===== src/design/sfic_pkg.sv =====
`default_nettype none
// ----------------------------------------------------------------------------
// sfic_pkg
// Shared types, widths and register codes of the state feedback controller.
// ----------------------------------------------------------------------------
package sfic_pkg;

  localparam int DataW    = 16;
  localparam int GainW    = 24;
  localparam int LimitW   = 15;
  localparam int IntegW   = 32;
  localparam int CfgAddrW = 3;
  localparam int CfgDataW = 24;

  // configuration register indexes
  typedef enum logic [CfgAddrW-1:0] {
    REG_GAIN_ANGLE      = 3'd0,
    REG_GAIN_ANGLE_RATE = 3'd1,
    REG_GAIN_POSITION   = 3'd2,
    REG_GAIN_VELOCITY   = 3'd3,
    REG_GAIN_INTEGRAL   = 3'd4,
    REG_FORCE_LIMIT     = 3'd5,
    REG_POSITION_TARGET = 3'd6
  } cfg_reg_t;

  localparam logic [GainW-1:0]  GainAngleRst     = -24'sd970752;
  localparam logic [GainW-1:0]  GainAngleRateRst = -24'sd296598;
  localparam logic [GainW-1:0]  GainPositionRst  = -24'sd93657;
  localparam logic [GainW-1:0]  GainVelocityRst  = -24'sd107055;
  localparam logic [GainW-1:0]  GainIntegralRst  = 24'sd40960;
  localparam logic [LimitW-1:0] ForceLimitRst    = 15'd2560;
  localparam logic [DataW-1:0]  PosTargetRst     = 16'd0;

  typedef struct packed {
    logic [GainW-1:0]  gain_angle;
    logic [GainW-1:0]  gain_angle_rate;
    logic [GainW-1:0]  gain_position;
    logic [GainW-1:0]  gain_velocity;
    logic [GainW-1:0]  gain_integral;
    logic [LimitW-1:0] force_limit;
    logic [DataW-1:0]  position_target;
  } cfg_t;

  typedef struct packed {
    logic [DataW-1:0] angle;
    logic [DataW-1:0] position;
    logic [DataW-1:0] angle_rate;
    logic [DataW-1:0] velocity;
    logic [DataW-1:0] tick_period;
    logic             run_req;
    logic             stop_request;
  } in_item_t;

  typedef struct packed {
    logic [DataW-1:0] force_res;
    logic             clamped;
  } out_item_t;

endpackage
`default_nettype wire


===== src/design/sfic_cfg_regs.sv =====
`default_nettype none
// ----------------------------------------------------------------------------
// sfic_cfg_regs
// Gain, limit and target registers written through the configuration port.
// ----------------------------------------------------------------------------
module sfic_cfg_regs (
  input  wire logic                          clk,
  input  wire logic                          rst_n,
  input  wire logic                          cfg_we,
  input  wire logic [sfic_pkg::CfgAddrW-1:0] cfg_addr,
  input  wire logic [sfic_pkg::CfgDataW-1:0] cfg_wdata,
  output sfic_pkg::cfg_t                     cfg
);
  import sfic_pkg::*;

  cfg_t cfg_r;
  cfg_t cfg_nxt;

  always_comb begin
    cfg_nxt = cfg_r;
    if (cfg_we) begin
      case (cfg_reg_t'(cfg_addr))
        REG_GAIN_ANGLE:      cfg_nxt.gain_angle      = cfg_wdata[GainW-1:0];
        REG_GAIN_ANGLE_RATE: cfg_nxt.gain_angle_rate = cfg_wdata[GainW-1:0];
        REG_GAIN_POSITION:   cfg_nxt.gain_position   = cfg_wdata[GainW-1:0];
        REG_GAIN_VELOCITY:   cfg_nxt.gain_velocity   = cfg_wdata[GainW-1:0];
        REG_GAIN_INTEGRAL:   cfg_nxt.gain_integral   = cfg_wdata[GainW-1:0];
        REG_FORCE_LIMIT:     cfg_nxt.force_limit     = cfg_wdata[LimitW-1:0];
        REG_POSITION_TARGET: cfg_nxt.position_target = cfg_wdata[DataW-1:0];
        default:             cfg_nxt = cfg_r;
      endcase
    end
  end

  always_ff @(posedge clk) begin
    if (!rst_n) begin
      cfg_r.gain_angle      <= GainAngleRst;
      cfg_r.gain_angle_rate <= GainAngleRateRst;
      cfg_r.gain_position   <= GainPositionRst;
      cfg_r.gain_velocity   <= GainVelocityRst;
      cfg_r.gain_integral   <= GainIntegralRst;
      cfg_r.force_limit     <= ForceLimitRst;
      cfg_r.position_target <= PosTargetRst;
    end else begin
      cfg_r <= cfg_nxt;
    end
  end

  assign cfg = cfg_r;

endmodule
`default_nettype wire


===== config.mk =====
export PLATFORM = sky130hd
export DESIGN_NAME = sfic_cfg_regs
export DESIGN_NICKNAME = d
export VERILOG_FILES = /design/src/design/sfic_pkg.sv /design/src/design/sfic_cfg_regs.sv
export SDC_FILE = /design/constraint.sdc
export NUM_CORES = 1
export LEC_CHECK = 0
export BUFFER_PORTS_ARGS = -buffer_cell sky130_fd_sc_hd__buf_2
export CELL_PAD_IN_SITES_DETAIL_PLACEMENT = 0
export CELL_PAD_IN_SITES_GLOBAL_PLACEMENT = 1
export CORE_MARGIN = 3
export CORE_UTILIZATION = 38
export CTS_CLUSTER_SIZE = 24
export DETAILED_ROUTE_END_ITERATION = 8
export HOLD_SLACK_MARGIN = 0.12
export PLACE_DENSITY_LB_ADDON = 0.1
export SYNTH_ARGS = -nofsm -noshare
export SYNTH_HDL_FRONTEND = slang
export SYNTH_SLANG_ARGS = --single-unit
export TNS_END_PERCENT = 1

===== constraint.sdc =====
create_clock -name clk -period 1.8 [get_ports clk]
set_input_delay 0.18 -clock clk [delete_from_list [all_inputs] [get_ports clk]]
set_output_delay 0.18 -clock clk [all_outputs]
set_load 0.05 [all_outputs]

==> flow_summary.toml, run 1 <==
[pwr]
power.density_nw_per_um2 = 1040
swShare_pct = 23.5
ir_drop_uv = 684
clkPwrFrac_pct = 48.1
p_switching_mw = 1.92
p_int_mw = 6.26
p_comb_share_pct = 9.6
pwr-share-seq_pct = 42.3
p_leak_nw = 3.86

[sta]
setup_violations = 0
fmax_mhz = 787
worst_pin_slew_ps = 461
period_minus_slack_ps = 1270
timing.final.crit_share_pct = 70.6
tns_ps = 0
drv_slew = 0
rsz0062_at_grt = "false"
finClkSkew_ps = 0
hold_violations = 0
worst_slack_ps = 530
slew_headroom_pct = 69.2

[worst_setup_path]
worstPathCellList = "buf_2"
crit_path_max_fanout = 2
start_kind = "register"
cp.arrival_ps = 1090
r2r_slack_ps = 1110
worstPathRequired_ps = 1620
path_class = "reg2out"
max_stage_delay_ps = 380
endpoint_kind = "primary output"
crit_buf_inv = 1
slowest_stage = "dfxtp_1"
cp_top_family = "flip-flops"

[global_routing]
grt_util_met2_pct = 33.3
grt.total_usage_pct = 20.0
grt_first_pass_wirelength_um = 25300
grt_max_degree = 73
grt_antenna_before_repair = 0
met1_usage_pct = 24.3
met3_usage_pct = 6.71
grt_pass1_vias = 4567
top_usage_layer = "met2"
gr-total-overflow = 0

[placed_design]
dpl.hpwl_um = 11900
dp.cells = 896
place_ws_ps = 387
place_congestion = 0.787
portBuffers = 180

[cells_and_area]
nets = 785
fillers = 1376
n_antenna_cell = 0
area_delta_synth_final_pct = 35.3
drive_above_1_share_pct = 30.6
postLayoutCoreUtil_pct = 53.3
largest_reg_flops = 151
final_cells = 951

[synth]
ys_seq_elements = 151
yosys-top-cells-area = "dfxtp_1, mux2i_1, nor2b_1, nand2_1, buf_2"
syn-instance-count = 556
async_flop_share_pct = 0
ys_seq_area_share_pct = 52.0
synth_nets = 586
synth-edff-count = 0
yosys.area.top_type = "dfxtp_1"
ys_warn_count = 0
synthTopCellsByCount = "dfxtp_1, mux2i_1, nand2_1"
ys.flop_type = "dfxtp_1"
ys_types = 16
synth_top_cell_area_share_pct = 52.0
syn_area_per_cell_um2 = 10.5
syn-cell-area_um2 = 5820

[clocking]
cts_made_buffers = 17
cts_resized = 0
cts_buffer_depth = 2
clock_sinks = 151
root_buffer = "clkbuf_16"
clock_latency_ps = 420
htree_levels = 4
cts_tree = "built"
clk_pin_slew_ps = 60

[run_status]
status = "finished clean"

[floorplan]
core_area_um2 = 14800
initial_utilization_pct = 39.4
die_h_um = 130
die_w_um = 130
row_count = 44
die-area_um2 = 16800
io_pins = 181

[run]
drv_cap = 0

[detailed_routing]
postRouteAntennaNets = 0
drc = 0
viasPerCell = 4.78
first_pass_iters = 4
routed_wl_um = 16400
drt_iter0_drc = 196
vias = 4542
routedWlPerCell_um = 17.3

[min_path]
hp-class = "in2reg"
path summary, 6_finish.rpt:
check	end	cells past startpoint	from
worst max-delay path	cfg[25]	1	cfg[25]$_SDFFE_PN1P_
worst min-delay path	cfg[121]$_SDFFE_PN0P_	3	rst_n
worst max register to register	cfg[96]$_SDFFE_PN1P_	2	cfg[96]$_SDFFE_PN1P_
worst min register to register	cfg[48]$_SDFFE_PN0P_	2	cfg[48]$_SDFFE_PN0P_
stage by stage:
stage	instance area [um^2]	hold slack (ps)	power [mW]
final	7870	208	8.18
after global routing	7870	226	8.47
after CTS	7870	196	8.27
after detailed placement	6980	449	4.29
after global placement	6980	441	4.28
after floorplan	5820	322	4.05
layout make-up:
| cell class | count | area [um^2] | area share, % |
|---|---|---|---|
| repair buffers | 224 | 1350 | 17.1 |
| clock inverters | 9 | 170 | 2.16 |
| clock buffers | 22 | 484 | 6.15 |
| multi-input cells | 361 | 2620 | 33.2 |
| well taps | 184 | 230 | 2.92 |
| flip-flops and latches | 151 | 3020 | 38.4 |
layout by cell type (no fill, tap or decap):
cell	count
buf_2	179
mux2i_1	151
dfxtp_1	151
nand2_1	118
nor2b_1	81
dlygate4sd3_1	24
clkbuf_16	17
buf_4	16
bufinv_16	5
clkbuf_8	4
clkinv_2	4
buf_12	4
nand4b_1	3
nor4bb_4	2
nor4b_2	1
nand4bb_1	1
and4b_1	1
nor4bb_2	1
nand4bb_2	1
or4b_1	1
clkbuf_1	1
buf_6	1
repair_timing:
action | in CTS | in global routing
buffers inserted | 0 | 0
hold buffers | 24 | 0
endpoints found under the hold margin | 64 | 0
power by group through the flow:
stage | logic [mW] | registers, mW | clock network, mW
after floorplan | 0.270 | 3.78 | 0
after global placement | 0.749 | 3.53 | 0
after detailed placement | 0.754 | 3.53 | 0
after CTS | 0.797 | 3.46 | 4.01
after global routing | 0.839 | 3.46 | 4.17
final | 0.788 | 3.46 | 3.93
kinds of logic after synthesis:
kind of cell,share of synthesized area (%)
buf+inv,3.89
simple gates,18.2
flops,52.0
mux,26.0
per-layer routing:
layer  wire, um  vias to the layer above
li1           -                     2236
met1       7240                     2149
met2       7830                      137
met3       1090                       20
met4        280                        0
met5          0                        -
Power figures use the tool's default switching activity.
==> run 2, diff against run 1 <==
clock period = 1.25 ns   (was 1.8 ns; I/O delays follow)
==> run 2 against run 1 <==
  * Register-to-register slack worse by 500 ps
  * Via count is essentially flat
  * Global-route usage is 0.41 points lower
  * Clock power grew 13%
  * Clock skew is the same
  * Final area fell by 0.51%
  * Setup slack lost 470 ps
  * Critical path type unchanged
  * Highest routed layer unchanged
==> flow_summary.toml, run 2 (synthesis gave the netlist of run 1 again) <==
[floorplan]
core_area_um2 = 14800
die-area_um2 = 16800
io_pins = 181
die_w_um = 130
initial_utilization_pct = 39.4
row_count = 44
die_h_um = 130

[worst_setup_path]
crit_path_max_fanout = 2
start_kind = "register"
max_stage_delay_ps = 370
worstPathCellList = "buf_2"
endpoint_kind = "primary output"
r2r_slack_ps = 610
cp.arrival_ps = 1060
cp_top_family = "flip-flops"
path_class = "reg2out"
worstPathRequired_ps = 1120
crit_buf_inv = 1
slowest_stage = "dfxtp_1"

[clocking]
cts_buffer_depth = 2
clk_pin_slew_ps = 50
root_buffer = "clkbuf_16"
hold_buffers = 25
cts_resized = 0
cts_made_buffers = 17
clock_sinks = 151
htree_levels = 4
cts_tree = "built"
clock_latency_ps = 410
postCtsSetupBuffers = 0

[run_status]
status = "finished clean"

[detailed_routing]
routed.top_layer = "met4"
wl_met3_um = 981
first_pass_iters = 4
viasPerCell = 4.75
met2_length_um = 7810
routed_wl_um = 16200
drt_iter0_drc = 165
drc = 0
vias = 4544
routedWlPerCell_um = 16.9
postRouteAntennaNets = 0
met1Wirelength_um = 7000

[cells_and_area]
fillers = 1338
postLayoutCoreUtil_pct = 53.1
n_antenna_cell = 0
layout_commonest_cell = "buf_2"
area_delta_synth_final_pct = 34.6
nets = 792
largest_reg_flops = 151
final_cells = 957
drive_above_1_share_pct = 30.4
final_cell_mix = "buf_2, mux2i_1, dfxtp_1, nand2_1, nor2b_1"

[global_routing]
grt_first_pass_wirelength_um = 25200
grt_antenna_before_repair = 0
grt_pass1_vias = 4654
grt.total_usage_pct = 19.6
grt_max_degree = 71
gr-total-overflow = 0

[sta]
setup_violations = 0
hold_violations = 0
finClkSkew_ps = 0
period_minus_slack_ps = 1190
timing.final.crit_share_pct = 95.1
slew_headroom_pct = 75.0
drv_slew = 0
rsz0062_at_grt = "false"
fmax_mhz = 841
worst_pin_slew_ps = 374

[pwr]
swShare_pct = 25.3
p_switching_mw = 2.68
pwr-share-seq_pct = 47.0
p_int_mw = 7.92
p_comb_share_pct = 11.0
power.density_nw_per_um2 = 1350
p_leak_nw = 3.83
clkPwrFrac_pct = 42.0
ir_drop_uv = 977

[placed_design]
dp.cells = 902
portBuffers = 180
dpl.hpwl_um = 11700
place_congestion = 0.804

[run]
drv_cap = 0

[min_path]
hp-class = "in2reg"
[run 2: worst paths after layout]
kind / from / to / cells after the start
min: rst_n / cfg[121]$_SDFFE_PN0P_ / 4
max reg2reg: cfg[94]$_SDFFE_PN1P_ / cfg[94]$_SDFFE_PN1P_ / 2
max: cfg[68]$_SDFFE_PN0P_ / cfg[68] / 1
min reg2reg: cfg[51]$_SDFFE_PN0P_ / cfg[51]$_SDFFE_PN0P_ / 2
[run 2: per-layer routing]
layer,track usage (%),vias to the layer above
met3,6.06,29
li1,-,2248
met5,0,-
met1,23.5,2123
met4,8.37,0
met2,32.5,144
[run 2: cell type report]
class | instances | area, um^2 | share of cell area, %
Multi-Input combinational cell | 361 | 2620 | 33.4
Tap cell | 184 | 230 | 2.94
Clock inverter | 5 | 25.0 | 0.320
Clock buffer | 25 | 475 | 6.07
Sequential cell | 151 | 3020 | 38.6
Timing Repair Buffer | 231 | 1460 | 18.7
[run 2: stage by stage]
| stage | power, mW | cell area, um^2 | hold slack [ps] | worst slack [ps] | TNS, ps |
|---|---|---|---|---|---|
| 2_1_floorplan | 5.84 | 5830 | 267 | -25.5 | -212 |
| 6_report | 10.6 | 7830 | 208 | 61.3 | 0 |
| 5_1_grt | 11.0 | 7830 | 221 | 10.2 | 0 |
| 4_1_cts | 10.7 | 7830 | 189 | 42.0 | 0 |
| 3_5_place_dp | 6.20 | 7080 | 407 | -66.0 | -1540 |
| 3_3_place_gp | 6.18 | 7080 | 395 | -42.4 | -499 |
[run 2: power groups by stage]
stage	sequential (mW)	combinational (mW)	clock (mW)
after CTS	4.98	1.18	4.55
final	4.98	1.17	4.45
after global placement	5.08	1.10	0
after floorplan	5.45	0.392	0
after detailed placement	5.09	1.11	0
after global routing	4.99	1.24	4.77
[run 2: worst register-to-register path: stages (launching register included)]
cell     delay (ps)
dfxtp_1         320
nor2b_1         120
mux2i_1          80
